--- src/fsrc_pkg.sv ---
// Shared types, constants and the CRC-8 step for the framed serial receiver.
// No dependencies; the RTL files refer to this package by scoped names, the testbench imports it.
package fsrc_pkg;

  // payload buffer depth and its address width
  localparam int MAX_PAYLOAD = 64;
  localparam int ADDR_W      = (MAX_PAYLOAD > 1) ? $clog2(MAX_PAYLOAD) : 1;

  // job queue between front and back
  localparam int QDEPTH = 2;
  localparam int QPTR_W = (QDEPTH > 1) ? $clog2(QDEPTH) : 1;
  localparam int QCNT_W = $clog2(QDEPTH + 1);

  // CRC-8, polynomial x^8+x^2+x+1, MSB first
  localparam logic [7:0] CRC_POLY = 8'h07;

  // register reset values
  localparam logic [7:0] SYNC_RESET = 8'hA5;
  localparam logic [7:0] SEED_RESET = 8'h00;

  // result event codes
  localparam logic [1:0] EV_DATA    = 2'd0;
  localparam logic [1:0] EV_EMPTY   = 2'd1;
  localparam logic [1:0] EV_BADCRC  = 2'd2;
  localparam logic [1:0] EV_OVERRUN = 2'd3;

  typedef struct packed {
    logic [7:0] sync_byte;
    logic [7:0] crc_seed;
  } cfg_t;

  typedef struct packed {
    logic [31:0] bytes_seen;
    logic [31:0] frames_good;
    logic [31:0] sync_misses;
    logic [31:0] crc_failures;
    logic [31:0] length_overruns;
  } stats_t;

  // one frame outcome handed from front to back
  typedef struct packed {
    logic [1:0] ev;
    logic [7:0] frame_type;
    logic [7:0] frame_len;
    stats_t     stats;
  } job_t;

  // payload buffer write port
  typedef struct packed {
    logic              we;
    logic [ADDR_W-1:0] addr;
    logic [7:0]        data;
  } mem_wr_t;

  // fold one byte into the running CRC
  function automatic logic [7:0] crc_fold(input logic [7:0] crc, input logic [7:0] v);
    logic [7:0] c;
    c = crc ^ v;
    for (int k = 0; k < 8; k++) begin
      if (c[7]) begin
        c = {c[6:0], 1'b0} ^ CRC_POLY;
      end else begin
        c = {c[6:0], 1'b0};
      end
    end
    return c;
  endfunction

endpackage

--- src/fsrc_in_if.sv ---
// Input byte channel: valid/ready handshake carrying one received byte.
// Depends on nothing.
interface fsrc_in_if;
  logic       valid;
  logic       ready;
  logic [7:0] rx_byte;

  modport source (output valid, output rx_byte, input ready);
  modport sink (input valid, input rx_byte, output ready);
endinterface

--- src/fsrc_out_if.sv ---
// Result channel: valid/ready handshake carrying one frame result.
// Depends on nothing.
interface fsrc_out_if;
  logic        valid;
  logic        ready;
  logic [1:0]  event_res;
  logic [7:0]  frame_type;
  logic [7:0]  frame_len;
  logic [7:0]  data_byte;
  logic [5:0]  byte_index;
  logic        last;
  logic [31:0] bytes_seen;
  logic [31:0] frames_good;
  logic [31:0] sync_misses;
  logic [31:0] crc_failures;
  logic [31:0] length_overruns;

  modport source (
    output valid, output event_res, output frame_type, output frame_len,
    output data_byte, output byte_index, output last, output bytes_seen,
    output frames_good, output sync_misses, output crc_failures,
    output length_overruns, input ready
  );
  modport sink (
    input valid, input event_res, input frame_type, input frame_len,
    input data_byte, input byte_index, input last, input bytes_seen,
    input frames_good, input sync_misses, input crc_failures,
    input length_overruns, output ready
  );
endinterface

--- src/framed_serial_receiver_crc8.sv ---
// Top level of the framed serial receiver with CRC-8 check.
// Depends on fsrc_pkg, fsrc_in_if, fsrc_out_if, fsrc_front, fsrc_job_q, fsrc_back.
//
//   channel  | dir | handshake            | beat
//   in_ch    | in  | valid/ready          | rx_byte
//   out_ch   | out | valid/ready          | one frame result with counters
//   APB      | in  | psel/penable, pready | sync_byte @0x0, crc_seed @0x4
//
// Flow: input bytes are taken while in_ch.ready is high; a result is loaded into
// the output register only once it is empty, from the registered buffer read.
// Reset: synchronous; the payload buffer is not cleared (only bytes of the
// current frame are read). in_ch.ready drops while the job queue is full or
// while a payload byte arrives before the previous frame's readout has ended.
module framed_serial_receiver_crc8 (
  input  logic        clk,
  input  logic        rst,
  fsrc_in_if.sink     in_ch,
  fsrc_out_if.source  out_ch,
  input  logic        psel,
  input  logic        penable,
  input  logic        pwrite,
  input  logic [2:0]  paddr,
  input  logic [31:0] pwdata,
  output logic [31:0] prdata,
  output logic        pready
);

  localparam logic REG_SYNC = 1'b0;
  localparam logic REG_SEED = 1'b1;

  fsrc_pkg::cfg_t    cfg;
  fsrc_pkg::job_t    push_job;
  fsrc_pkg::job_t    q_job;
  fsrc_pkg::mem_wr_t mem_wr;
  logic              push, pop, q_valid, q_full, done;
  logic              wr_en;

  // configuration registers
  assign pready = 1'b1;
  assign wr_en  = psel && penable && pwrite && pready;

  always_ff @(posedge clk) begin
    if (rst) begin
      cfg.sync_byte <= fsrc_pkg::SYNC_RESET;
      cfg.crc_seed  <= fsrc_pkg::SEED_RESET;
    end else if (wr_en) begin
      case (paddr[2])
        REG_SYNC: cfg.sync_byte <= pwdata[7:0];
        REG_SEED: cfg.crc_seed  <= pwdata[7:0];
        default:  cfg.sync_byte <= cfg.sync_byte;
      endcase
    end
  end

  always_comb begin
    case (paddr[2])
      REG_SYNC: prdata = {24'd0, cfg.sync_byte};
      REG_SEED: prdata = {24'd0, cfg.crc_seed};
      default:  prdata = 32'd0;
    endcase
  end

  fsrc_front u_front (
    .clk      (clk),
    .rst      (rst),
    .in_ch    (in_ch),
    .cfg      (cfg),
    .q_full   (q_full),
    .done     (done),
    .push     (push),
    .push_job (push_job),
    .mem_wr   (mem_wr)
  );

  fsrc_job_q u_job_q (
    .clk      (clk),
    .rst      (rst),
    .push     (push),
    .push_job (push_job),
    .pop      (pop),
    .q_valid  (q_valid),
    .q_full   (q_full),
    .q_job    (q_job)
  );

  fsrc_back u_back (
    .clk     (clk),
    .rst     (rst),
    .mem_wr  (mem_wr),
    .q_valid (q_valid),
    .q_job   (q_job),
    .pop     (pop),
    .done    (done),
    .out_ch  (out_ch)
  );

endmodule

--- src/fsrc_front.sv ---
// Front end: sync hunt, header parse, running CRC, statistics, buffer writes.
// Depends on fsrc_pkg and fsrc_in_if; pushes one job per finished frame.
module fsrc_front (
  input  logic                clk,
  input  logic                rst,
  fsrc_in_if.sink             in_ch,
  input  fsrc_pkg::cfg_t      cfg,
  input  logic                q_full,
  input  logic                done,
  output logic                push,
  output fsrc_pkg::job_t      push_job,
  output fsrc_pkg::mem_wr_t   mem_wr
);

  localparam logic [2:0] PH_HUNT  = 3'd0;
  localparam logic [2:0] PH_TYPE  = 3'd1;
  localparam logic [2:0] PH_LEN   = 3'd2;
  localparam logic [2:0] PH_DATA  = 3'd3;
  localparam logic [2:0] PH_CHECK = 3'd4;

  logic [2:0]       phase, phase_next;
  logic [7:0]       held_type, held_type_next;
  logic [7:0]       held_length, held_length_next;
  logic [6:0]       fill, fill_next;
  logic [7:0]       crc, crc_next;
  fsrc_pkg::stats_t stats, stats_next;
  logic             pend;
  logic             acc;
  logic [7:0]       b;
  logic [6:0]       fill_inc;

  // a payload byte must wait while the last frame is still being read out
  assign in_ch.ready = !q_full && !((phase == PH_DATA) && pend);
  assign acc         = in_ch.valid && in_ch.ready;
  assign b           = in_ch.rx_byte;
  assign fill_inc    = fill + 7'd1;

  // per-byte decode
  always_comb begin
    phase_next       = phase;
    held_type_next   = held_type;
    held_length_next = held_length;
    fill_next        = fill;
    crc_next         = crc;
    stats_next       = stats;
    push             = 1'b0;
    push_job.ev      = fsrc_pkg::EV_DATA;
    mem_wr.we        = 1'b0;
    mem_wr.addr      = fill[fsrc_pkg::ADDR_W-1:0];
    mem_wr.data      = b;
    if (acc) begin
      stats_next.bytes_seen = stats.bytes_seen + 32'd1;
      case (phase)
        PH_TYPE: begin
          held_type_next = b;
          crc_next       = fsrc_pkg::crc_fold(cfg.crc_seed, b);
          phase_next     = PH_LEN;
        end
        PH_LEN: begin
          held_length_next = b;
          fill_next        = 7'd0;
          if (b > 8'(fsrc_pkg::MAX_PAYLOAD)) begin
            stats_next.length_overruns = stats.length_overruns + 32'd1;
            push        = 1'b1;
            push_job.ev = fsrc_pkg::EV_OVERRUN;
            phase_next  = PH_HUNT;
          end else begin
            crc_next   = fsrc_pkg::crc_fold(crc, b);
            phase_next = (b == 8'd0) ? PH_CHECK : PH_DATA;
          end
        end
        PH_DATA: begin
          mem_wr.we = (fill < 7'(fsrc_pkg::MAX_PAYLOAD));
          crc_next  = fsrc_pkg::crc_fold(crc, b);
          fill_next = fill_inc;
          if ({1'b0, fill_inc} >= held_length) begin
            phase_next = PH_CHECK;
          end
        end
        PH_CHECK: begin
          push = 1'b1;
          if (crc == b) begin
            stats_next.frames_good = stats.frames_good + 32'd1;
            push_job.ev = (held_length == 8'd0) ? fsrc_pkg::EV_EMPTY : fsrc_pkg::EV_DATA;
          end else begin
            stats_next.crc_failures = stats.crc_failures + 32'd1;
            push_job.ev = fsrc_pkg::EV_BADCRC;
          end
          phase_next = PH_HUNT;
          fill_next  = 7'd0;
        end
        default: begin
          if (b == cfg.sync_byte) begin
            phase_next = PH_TYPE;
          end else begin
            stats_next.sync_misses = stats.sync_misses + 32'd1;
            phase_next = PH_HUNT;
          end
        end
      endcase
    end
    push_job.frame_type = held_type_next;
    push_job.frame_len  = held_length_next;
    push_job.stats      = stats_next;
  end

  // frame state and counters
  always_ff @(posedge clk) begin
    if (rst) begin
      phase       <= PH_HUNT;
      held_type   <= 8'd0;
      held_length <= 8'd0;
      fill        <= 7'd0;
      crc         <= 8'd0;
      stats       <= '0;
      pend        <= 1'b0;
    end else begin
      phase       <= phase_next;
      held_type   <= held_type_next;
      held_length <= held_length_next;
      fill        <= fill_next;
      crc         <= crc_next;
      stats       <= stats_next;
      // a payload run is outstanding from its push until the back finishes it
      if (push && (push_job.ev == fsrc_pkg::EV_DATA)) begin
        pend <= 1'b1;
      end else if (done) begin
        pend <= 1'b0;
      end
    end
  end

  a_no_write_during_readout: assert property (@(posedge clk) disable iff (rst)
    mem_wr.we |-> !pend)
    else $error("payload buffer written while a readout is outstanding");

  a_no_push_when_full: assert property (@(posedge clk) disable iff (rst)
    push |-> !q_full)
    else $error("job pushed into a full queue");

  a_check_pushes: assert property (@(posedge clk) disable iff (rst)
    (acc && (phase == PH_CHECK)) |-> push)
    else $error("CRC byte produced no job");

endmodule

--- src/fsrc_job_q.sv ---
// Short job queue between front end and readout back end.
// Depends on fsrc_pkg for the job type and depth.
module fsrc_job_q (
  input  logic           clk,
  input  logic           rst,
  input  logic           push,
  input  fsrc_pkg::job_t push_job,
  input  logic           pop,
  output logic           q_valid,
  output logic           q_full,
  output fsrc_pkg::job_t q_job
);

  fsrc_pkg::job_t                  entries [fsrc_pkg::QDEPTH];
  logic [fsrc_pkg::QPTR_W-1:0]     wr_ptr, rd_ptr;
  logic [fsrc_pkg::QCNT_W-1:0]     count;

  assign q_valid = (count != '0);
  assign q_full  = (count == fsrc_pkg::QCNT_W'(fsrc_pkg::QDEPTH));
  assign q_job   = entries[rd_ptr];

  // storage
  always_ff @(posedge clk) begin
    if (push) begin
      entries[wr_ptr] <= push_job;
    end
  end

  // pointers and fill level
  always_ff @(posedge clk) begin
    if (rst) begin
      wr_ptr <= '0;
      rd_ptr <= '0;
      count  <= '0;
    end else begin
      if (push) begin
        wr_ptr <= (wr_ptr == fsrc_pkg::QPTR_W'(fsrc_pkg::QDEPTH - 1)) ? '0 : wr_ptr + 1'b1;
      end
      if (pop) begin
        rd_ptr <= (rd_ptr == fsrc_pkg::QPTR_W'(fsrc_pkg::QDEPTH - 1)) ? '0 : rd_ptr + 1'b1;
      end
      if (push && !pop) begin
        count <= count + 1'b1;
      end else if (pop && !push) begin
        count <= count - 1'b1;
      end
    end
  end

  a_pop_nonempty: assert property (@(posedge clk) disable iff (rst)
    pop |-> q_valid)
    else $error("pop from empty job queue");

  a_count_bound: assert property (@(posedge clk) disable iff (rst)
    count <= fsrc_pkg::QCNT_W'(fsrc_pkg::QDEPTH))
    else $error("job queue count out of range");

  a_count_step: assert property (@(posedge clk) disable iff (rst)
    (push && !pop) |=> (count == $past(count) + 1'b1))
    else $error("job queue count did not follow a push");

endmodule

--- src/fsrc_back.sv ---
// Back end: payload buffer and result sequencer with an output register.
// Depends on fsrc_pkg and fsrc_out_if; takes jobs from the queue.
module fsrc_back (
  input  logic              clk,
  input  logic              rst,
  input  fsrc_pkg::mem_wr_t mem_wr,
  input  logic              q_valid,
  input  fsrc_pkg::job_t    q_job,
  output logic              pop,
  output logic              done,
  fsrc_out_if.source        out_ch
);

  localparam logic S_IDLE = 1'b0;
  localparam logic S_RUN  = 1'b1;

  logic [7:0]                  mem [fsrc_pkg::MAX_PAYLOAD];
  logic [7:0]                  rdata;
  logic [fsrc_pkg::ADDR_W-1:0] rd_addr;
  logic                        state;
  fsrc_pkg::job_t              cur;
  logic [5:0]                  idx;
  logic                        out_valid;
  logic                        load_run;
  logic                        run_last;

  fsrc_pkg::job_t              res_job;
  logic [7:0]                  res_data;
  logic [5:0]                  res_idx;
  logic                        res_last;

  assign pop      = (state == S_IDLE) && q_valid && !out_valid;
  assign load_run = (state == S_RUN) && !out_valid;
  assign run_last = (8'({2'b00, idx}) + 8'd1 == cur.frame_len);
  assign done     = load_run && run_last;

  // read address: entry 0 while idle, the next entry when one is being emitted, else hold
  always_comb begin
    if (state == S_IDLE) begin
      rd_addr = '0;
    end else if (load_run) begin
      rd_addr = fsrc_pkg::ADDR_W'(idx + 6'd1);
    end else begin
      rd_addr = fsrc_pkg::ADDR_W'(idx);
    end
  end

  // payload buffer
  always_ff @(posedge clk) begin
    if (mem_wr.we) begin
      mem[mem_wr.addr] <= mem_wr.data;
    end
    rdata <= mem[rd_addr];
  end

  // sequencer
  always_ff @(posedge clk) begin
    if (rst) begin
      state     <= S_IDLE;
      out_valid <= 1'b0;
      idx       <= 6'd0;
    end else begin
      if (out_valid && out_ch.ready) begin
        out_valid <= 1'b0;
      end
      case (state)
        S_IDLE: begin
          if (pop) begin
            idx <= 6'd0;
            if (q_job.ev == fsrc_pkg::EV_DATA) begin
              state <= S_RUN;
            end else begin
              out_valid <= 1'b1;
            end
          end
        end
        S_RUN: begin
          if (load_run) begin
            out_valid <= 1'b1;
            if (run_last) begin
              state <= S_IDLE;
            end else begin
              idx <= idx + 6'd1;
            end
          end
        end
        default: begin
          state <= S_IDLE;
        end
      endcase
    end
  end

  // result payload
  always_ff @(posedge clk) begin
    if (pop) begin
      cur <= q_job;
    end
    if (pop && (q_job.ev != fsrc_pkg::EV_DATA)) begin
      res_job  <= q_job;
      res_data <= 8'd0;
      res_idx  <= 6'd0;
      res_last <= 1'b1;
    end else if (load_run) begin
      res_job  <= cur;
      res_data <= rdata;
      res_idx  <= idx;
      res_last <= run_last;
    end
  end

  assign out_ch.valid           = out_valid;
  assign out_ch.event_res       = res_job.ev;
  assign out_ch.frame_type      = res_job.frame_type;
  assign out_ch.frame_len       = res_job.frame_len;
  assign out_ch.data_byte       = res_data;
  assign out_ch.byte_index      = res_idx;
  assign out_ch.last            = res_last;
  assign out_ch.bytes_seen      = res_job.stats.bytes_seen;
  assign out_ch.frames_good     = res_job.stats.frames_good;
  assign out_ch.sync_misses     = res_job.stats.sync_misses;
  assign out_ch.crc_failures    = res_job.stats.crc_failures;
  assign out_ch.length_overruns = res_job.stats.length_overruns;

  a_done_shows_last: assert property (@(posedge clk) disable iff (rst)
    done |=> (out_valid && res_last))
    else $error("end of readout without a last beat");

  a_run_is_payload: assert property (@(posedge clk) disable iff (rst)
    (state == S_RUN) |-> (cur.ev == fsrc_pkg::EV_DATA))
    else $error("readout running for a non-payload job");

  a_load_slot_free: assert property (@(posedge clk) disable iff (rst)
    (pop || load_run) |-> !out_valid)
    else $error("output register overwritten");

endmodule

--- src/flat_wrapper.sv ---
// flat-port wrapper written by rule: the top's interface ports become plain ports
module framed_serial_receiver_crc8_flat 
  (clk, rst, psel, penable, pwrite, paddr, pwdata, prdata, pready, in_ch_valid, in_ch_rx_byte, in_ch_ready, out_ch_valid, out_ch_event_res, out_ch_frame_type, out_ch_frame_len, out_ch_data_byte, out_ch_byte_index, out_ch_last, out_ch_bytes_seen, out_ch_frames_good, out_ch_sync_misses, out_ch_crc_failures, out_ch_length_overruns, out_ch_ready);
  fsrc_in_if in_ch_i ();
  fsrc_out_if out_ch_i ();
  input  logic clk;
  input  logic rst;
  input  logic psel;
  input  logic penable;
  input  logic pwrite;
  input  logic [2:0] paddr;
  input  logic [31:0] pwdata;
  output logic [31:0] prdata;
  output logic pready;
  input wire logic [$bits(in_ch_i.valid)-1:0] in_ch_valid;
  input wire logic [$bits(in_ch_i.rx_byte)-1:0] in_ch_rx_byte;
  output wire logic [$bits(in_ch_i.ready)-1:0] in_ch_ready;
  output wire logic [$bits(out_ch_i.valid)-1:0] out_ch_valid;
  output wire logic [$bits(out_ch_i.event_res)-1:0] out_ch_event_res;
  output wire logic [$bits(out_ch_i.frame_type)-1:0] out_ch_frame_type;
  output wire logic [$bits(out_ch_i.frame_len)-1:0] out_ch_frame_len;
  output wire logic [$bits(out_ch_i.data_byte)-1:0] out_ch_data_byte;
  output wire logic [$bits(out_ch_i.byte_index)-1:0] out_ch_byte_index;
  output wire logic [$bits(out_ch_i.last)-1:0] out_ch_last;
  output wire logic [$bits(out_ch_i.bytes_seen)-1:0] out_ch_bytes_seen;
  output wire logic [$bits(out_ch_i.frames_good)-1:0] out_ch_frames_good;
  output wire logic [$bits(out_ch_i.sync_misses)-1:0] out_ch_sync_misses;
  output wire logic [$bits(out_ch_i.crc_failures)-1:0] out_ch_crc_failures;
  output wire logic [$bits(out_ch_i.length_overruns)-1:0] out_ch_length_overruns;
  input wire logic [$bits(out_ch_i.ready)-1:0] out_ch_ready;
  assign in_ch_i.valid = in_ch_valid;
  assign in_ch_i.rx_byte = in_ch_rx_byte;
  assign in_ch_ready = in_ch_i.ready;
  assign out_ch_valid = out_ch_i.valid;
  assign out_ch_event_res = out_ch_i.event_res;
  assign out_ch_frame_type = out_ch_i.frame_type;
  assign out_ch_frame_len = out_ch_i.frame_len;
  assign out_ch_data_byte = out_ch_i.data_byte;
  assign out_ch_byte_index = out_ch_i.byte_index;
  assign out_ch_last = out_ch_i.last;
  assign out_ch_bytes_seen = out_ch_i.bytes_seen;
  assign out_ch_frames_good = out_ch_i.frames_good;
  assign out_ch_sync_misses = out_ch_i.sync_misses;
  assign out_ch_crc_failures = out_ch_i.crc_failures;
  assign out_ch_length_overruns = out_ch_i.length_overruns;
  assign out_ch_i.ready = out_ch_ready;
  framed_serial_receiver_crc8 u_core (.clk(clk), .rst(rst), .in_ch(in_ch_i), .out_ch(out_ch_i), .psel(psel), .penable(penable), .pwrite(pwrite), .paddr(paddr), .pwdata(pwdata), .prdata(prdata), .pready(pready));
endmodule
--- config.mk ---
export PLATFORM = sky130hd
export DESIGN_NAME = framed_serial_receiver_crc8_flat
export DESIGN_NICKNAME = d
export VERILOG_FILES = /design/src/fsrc_pkg.sv /design/src/fsrc_in_if.sv /design/src/fsrc_out_if.sv /design/src/framed_serial_receiver_crc8.sv /design/src/fsrc_front.sv /design/src/fsrc_job_q.sv /design/src/fsrc_back.sv /design/src/flat_wrapper.sv
export SDC_FILE = /design/constraint.sdc
export NUM_CORES = 2
export LEC_CHECK = 0
export ABC_AREA = 1
export BUFFER_PORTS_ARGS = -buffer_cell sky130_fd_sc_hd__buf_4
export CAP_MARGIN = 25
export CELL_PAD_IN_SITES_DETAIL_PLACEMENT = 1
export CELL_PAD_IN_SITES_GLOBAL_PLACEMENT = 2
export CORE_MARGIN = 3
export CORE_UTILIZATION = 34
export CTS_BUF_LIST = sky130_fd_sc_hd__clkbuf_2
export DETAILED_ROUTE_END_ITERATION = 8
export PLACE_DENSITY = 0.74
export SETUP_SLACK_MARGIN = 0.02
export SYNTH_ARGS = -nofsm -noshare
export SYNTH_HDL_FRONTEND = slang
export SYNTH_SLANG_ARGS = --single-unit
--- constraint.sdc ---
create_clock -name clk -period 14.49 [get_ports clk]
set_input_delay 1.449 -clock clk [delete_from_list [all_inputs] [get_ports clk]]
set_output_delay 1.449 -clock clk [all_outputs]
set_load 0.005 [all_outputs]
==> flow_summary.yaml <==
critical_path:
  arrival_ps: 7190
  cp_max_fo: 74
  crit_type: "reg -> reg"
  cp.required_ps: 16170
  startpoint_type: "register"
  critPathCaptureType: "register"
routing:
  routedWlPerCell_um: 19.4
  drt-pass1-iter-count: 6
  drt-initial-drc-count: 2396
  drc: 0
  avgViaCountPerCell: 4.79
  antenna_left: 0
  vias: 42000
  wl_mm: 171
sta:
  tightest_slew_ps: 1190
  max_slew_margin: 0.205
  min_period_over_period: 0.380
  setup_tns_ps: 0
  layout_setup_ws_ps: 8980
  final-max-slew-violation-count: 0
  rsz0062_at_grt: "false"
  setup_viol: 0
  final-hold-violation-count: 0
  fin_crit_ps: 5510
  fin_worst_skew_ps: 210
  fmax_ghz: 0.181
yosys:
  syn_inst: 5628
  synth-warning-count: 0
  yosysSeqAreaShare: 0.672
  synth-seq-cells: 1471
  synthMuxAreaShare: 0.0321
  synth.cell_area_um2: 62100
  synth_xor_area_frac: 0.0180
  synth_top_area_frac: 0.592
  synthAdderAreaFrac: 0.00363
  synth-compound-area-share: 0.0213
  synth_area_leader_cell: "edfxtp_1"
  yosysUniqueCellTypes: 55
  synthSimpleGateAreaFrac: 0.199
  synth_top_family_by_area: "simple AND/OR/NAND/NOR gates"
  syn_avg_cell_area_um2: 11.0
  synth_area_leaders: "edfxtp_1 59%, nand2_1 8.7%, dfxtp_1 8.0%"
place:
  placed_area_um2: 66000
  hpwl_mm: 105
  pre_cts_ws_ps: 7780
  globalplace.congestion: 0.810
  portBuffers: 226
layout:
  final_common_cell: "nand2_1"
  fin_area_um2: 69900
  fin_nets: 6163
  drive_gt1_frac: 0.182
  final_core_util: 0.386
  area_growth_pct: 12.6
  fillers: 20300
  final_cell_mix: "1435 x nand2_1, 1224 x edfxtp_1, 624 x nand3_1"
pwr:
  p_clk_frac: 0.244
  p_per_area_nw_per_um2: 172
  p_switching_w: 0.00419
  p_int_w: 0.00781
  p_leak_nw: 27.5
  total_power_w: 0.0120
  power_frac_comb: 0.262
  sequentialPowerShare: 0.493
  vdd_drop_max_mv: 0.298
  swShare: 0.349
clock_tree:
  h-tree-depth: 5
  clock_path_buffers: 4
  insertion_delay_ps: 1830
  path_clk_slew_ps: 110
  tritoncts: "yes"
  clock-root-buffer: "clkbuf_2"
  cts_post_setup_buffers_inserted: 0
  cts.sinks: 1471
  cts_buffers: 401
floorplan:
  fp.dieH_um: 433
  coreArea_um2: 181000
  initial_core_util: 0.343
  num_io_pins: 278
  rows: 156
  fp.dieW_um: 433
  floorplan.die_area_um2: 188000
run_status:
  status: "complete, no violations"
global_routing:
  grt-ovfl-total: 0
  grt_pass1_wl_mm: 261
  antenna_found_initial: 1
  grt.met2_usage: 0.310
  first_global_vias: 45000
  grt_use_met3: 0.0339
  grt.busiest_layer: "met2"
  globalRouteTotalUtil: 0.180
  grt_start_max_net_pins: 198
  gr-usage-met1: 0.222
flow_run:
  maxCapViolCount: 0
min_path:
  holdCritPathClass: "reg -> reg"
==> per-layer routing <==
metal	share of wire	routed length [um]
met1	0.43	73000
met2	0.50	84600
met3	0.042	7140
met4	0.034	5830
met5	0	0
==> worst max-delay path, stage by stage (launching register included) <==
cell and delay, ps:
dfxtp_1 700, inv_2 220, a21oi_4 210, buf_4 570
buf_4 770, buf_4 810, buf_4 650, nand3b_1 150
nand3_1 190, nand3_1 130, nand3_1 140, nand3_1 140
nand3_1 200, nand2_1 150
==> cell families after synthesis <==
logic type | count (synthesis)
other | 2
adders and majority gates | 18
DFF | 1471
muxes | 177
AOI/OAI and AO/OA | 243
buffers and inverters | 818
xor gates and xnor gates | 127
and+or+nand+nor | 2772
==> final timing paths <==
kind | cells past startpoint | endpoint | from | slack (ps)
hold / removal | 2 | u_core.u_back.out_ch.bytes_seen[7] | u_core.u_back.cur[135] | 350
setup / recovery | 13 | u_core.u_back.rdata[4] | u_core.u_back.state | 8980
hold reg to reg | 2 | u_core.u_back.out_ch.bytes_seen[7] | u_core.u_back.cur[135] | 350
setup reg to reg | 13 | u_core.u_back.rdata[4] | u_core.u_back.state | 8980
==> state kept, by name (all words and copies together), names as in the netlist, 2 cells and up, named ones only <==
name                                  flops
u_core.u_back.out_ch.event_res            2
u_core.u_front.fill                       7
u_core.u_back.out_ch.frames_good         32
u_core.u_back.out_ch.byte_index           6
u_core.u_front.held_length                8
u_core.u_back.out_ch.sync_misses         32
u_core.u_back.out_ch.frame_type           8
u_core.u_back.rdata                       8
u_core.u_front.phase                      3
u_core.u_back.mem                       512
u_core.u_back.out_ch.frame_len            8
u_core.u_back.idx                         6
u_core.u_front.crc                        8
u_core.u_front.stats                    160
u_core.u_back.out_ch.bytes_seen          32
u_core.u_job_q.count                      2
u_core.u_back.out_ch.data_byte            8
u_core.u_back.out_ch.length_overruns     32
u_core.u_front.held_type                  8
u_core.u_back.out_ch.crc_failures        32
u_core.cfg                               16
u_core.u_back.cur                       178
u_core.u_job_q.entries                  356
==> stage by stage <==
stage	std cells	hold slack [ps]
floorplan	5651	431
global placement	8032	440
detailed placement	8032	443
CTS	8770	155
global route	8775	229
finish	8780	354
==> power groups by stage <==
stage	Sequential, W	Clock [W]	Combinational, W
finish	0.00592	0.00293	0.00315
global route	0.00599	0.00329	0.00354
CTS	0.00594	0.00307	0.00326
detailed placement	0.00603	0	0.00324
global placement	0.00601	0	0.00316
floorplan	0.00603	0	0.00180
==> area by class of cell <==
class                   count  area [um2]  share of cell area
clock inverters            98         477             0.00682
well taps                2370        2970              0.0424
inverters                 552        2080              0.0297
clock buffers             614        3070              0.0439
multi-input cells        3362       17200               0.245
diodes                      6        15.0            0.000215
flip-flops and latches   1471       41700               0.596
repair buffers            307        2460              0.0352
==> synth_stat cells, drive strengths merged <==
cell,n
nand4,49
nor2,367
o21ai,64
o31ai,2
a21boi,1
mux2,176
o21bai,3
dfxtp,247
mux2i,1
nand2,1439
or2,26
and2,8
xor2,83
o211ai,5
edfxtp,1224
xnor2,44
inv,551
nor4,14
a31o,1
clkinv,1
nand3,629
nor3,49
a21oi,141
or3,1
nand3b,186
o21a,3
clkbuf,112
buf,154
a211oi,18
and3,3
nor3b,1
o22ai,2
a21o,2
ha,18
conb,2
a31oi,1
==> timing repair <==
action,in CTS,in global routing
gates resized for setup,0,0
hold buffers,26,0
endpoints found under the hold margin,179,0
No activity file was read; power rests on OpenSTA's default activity.
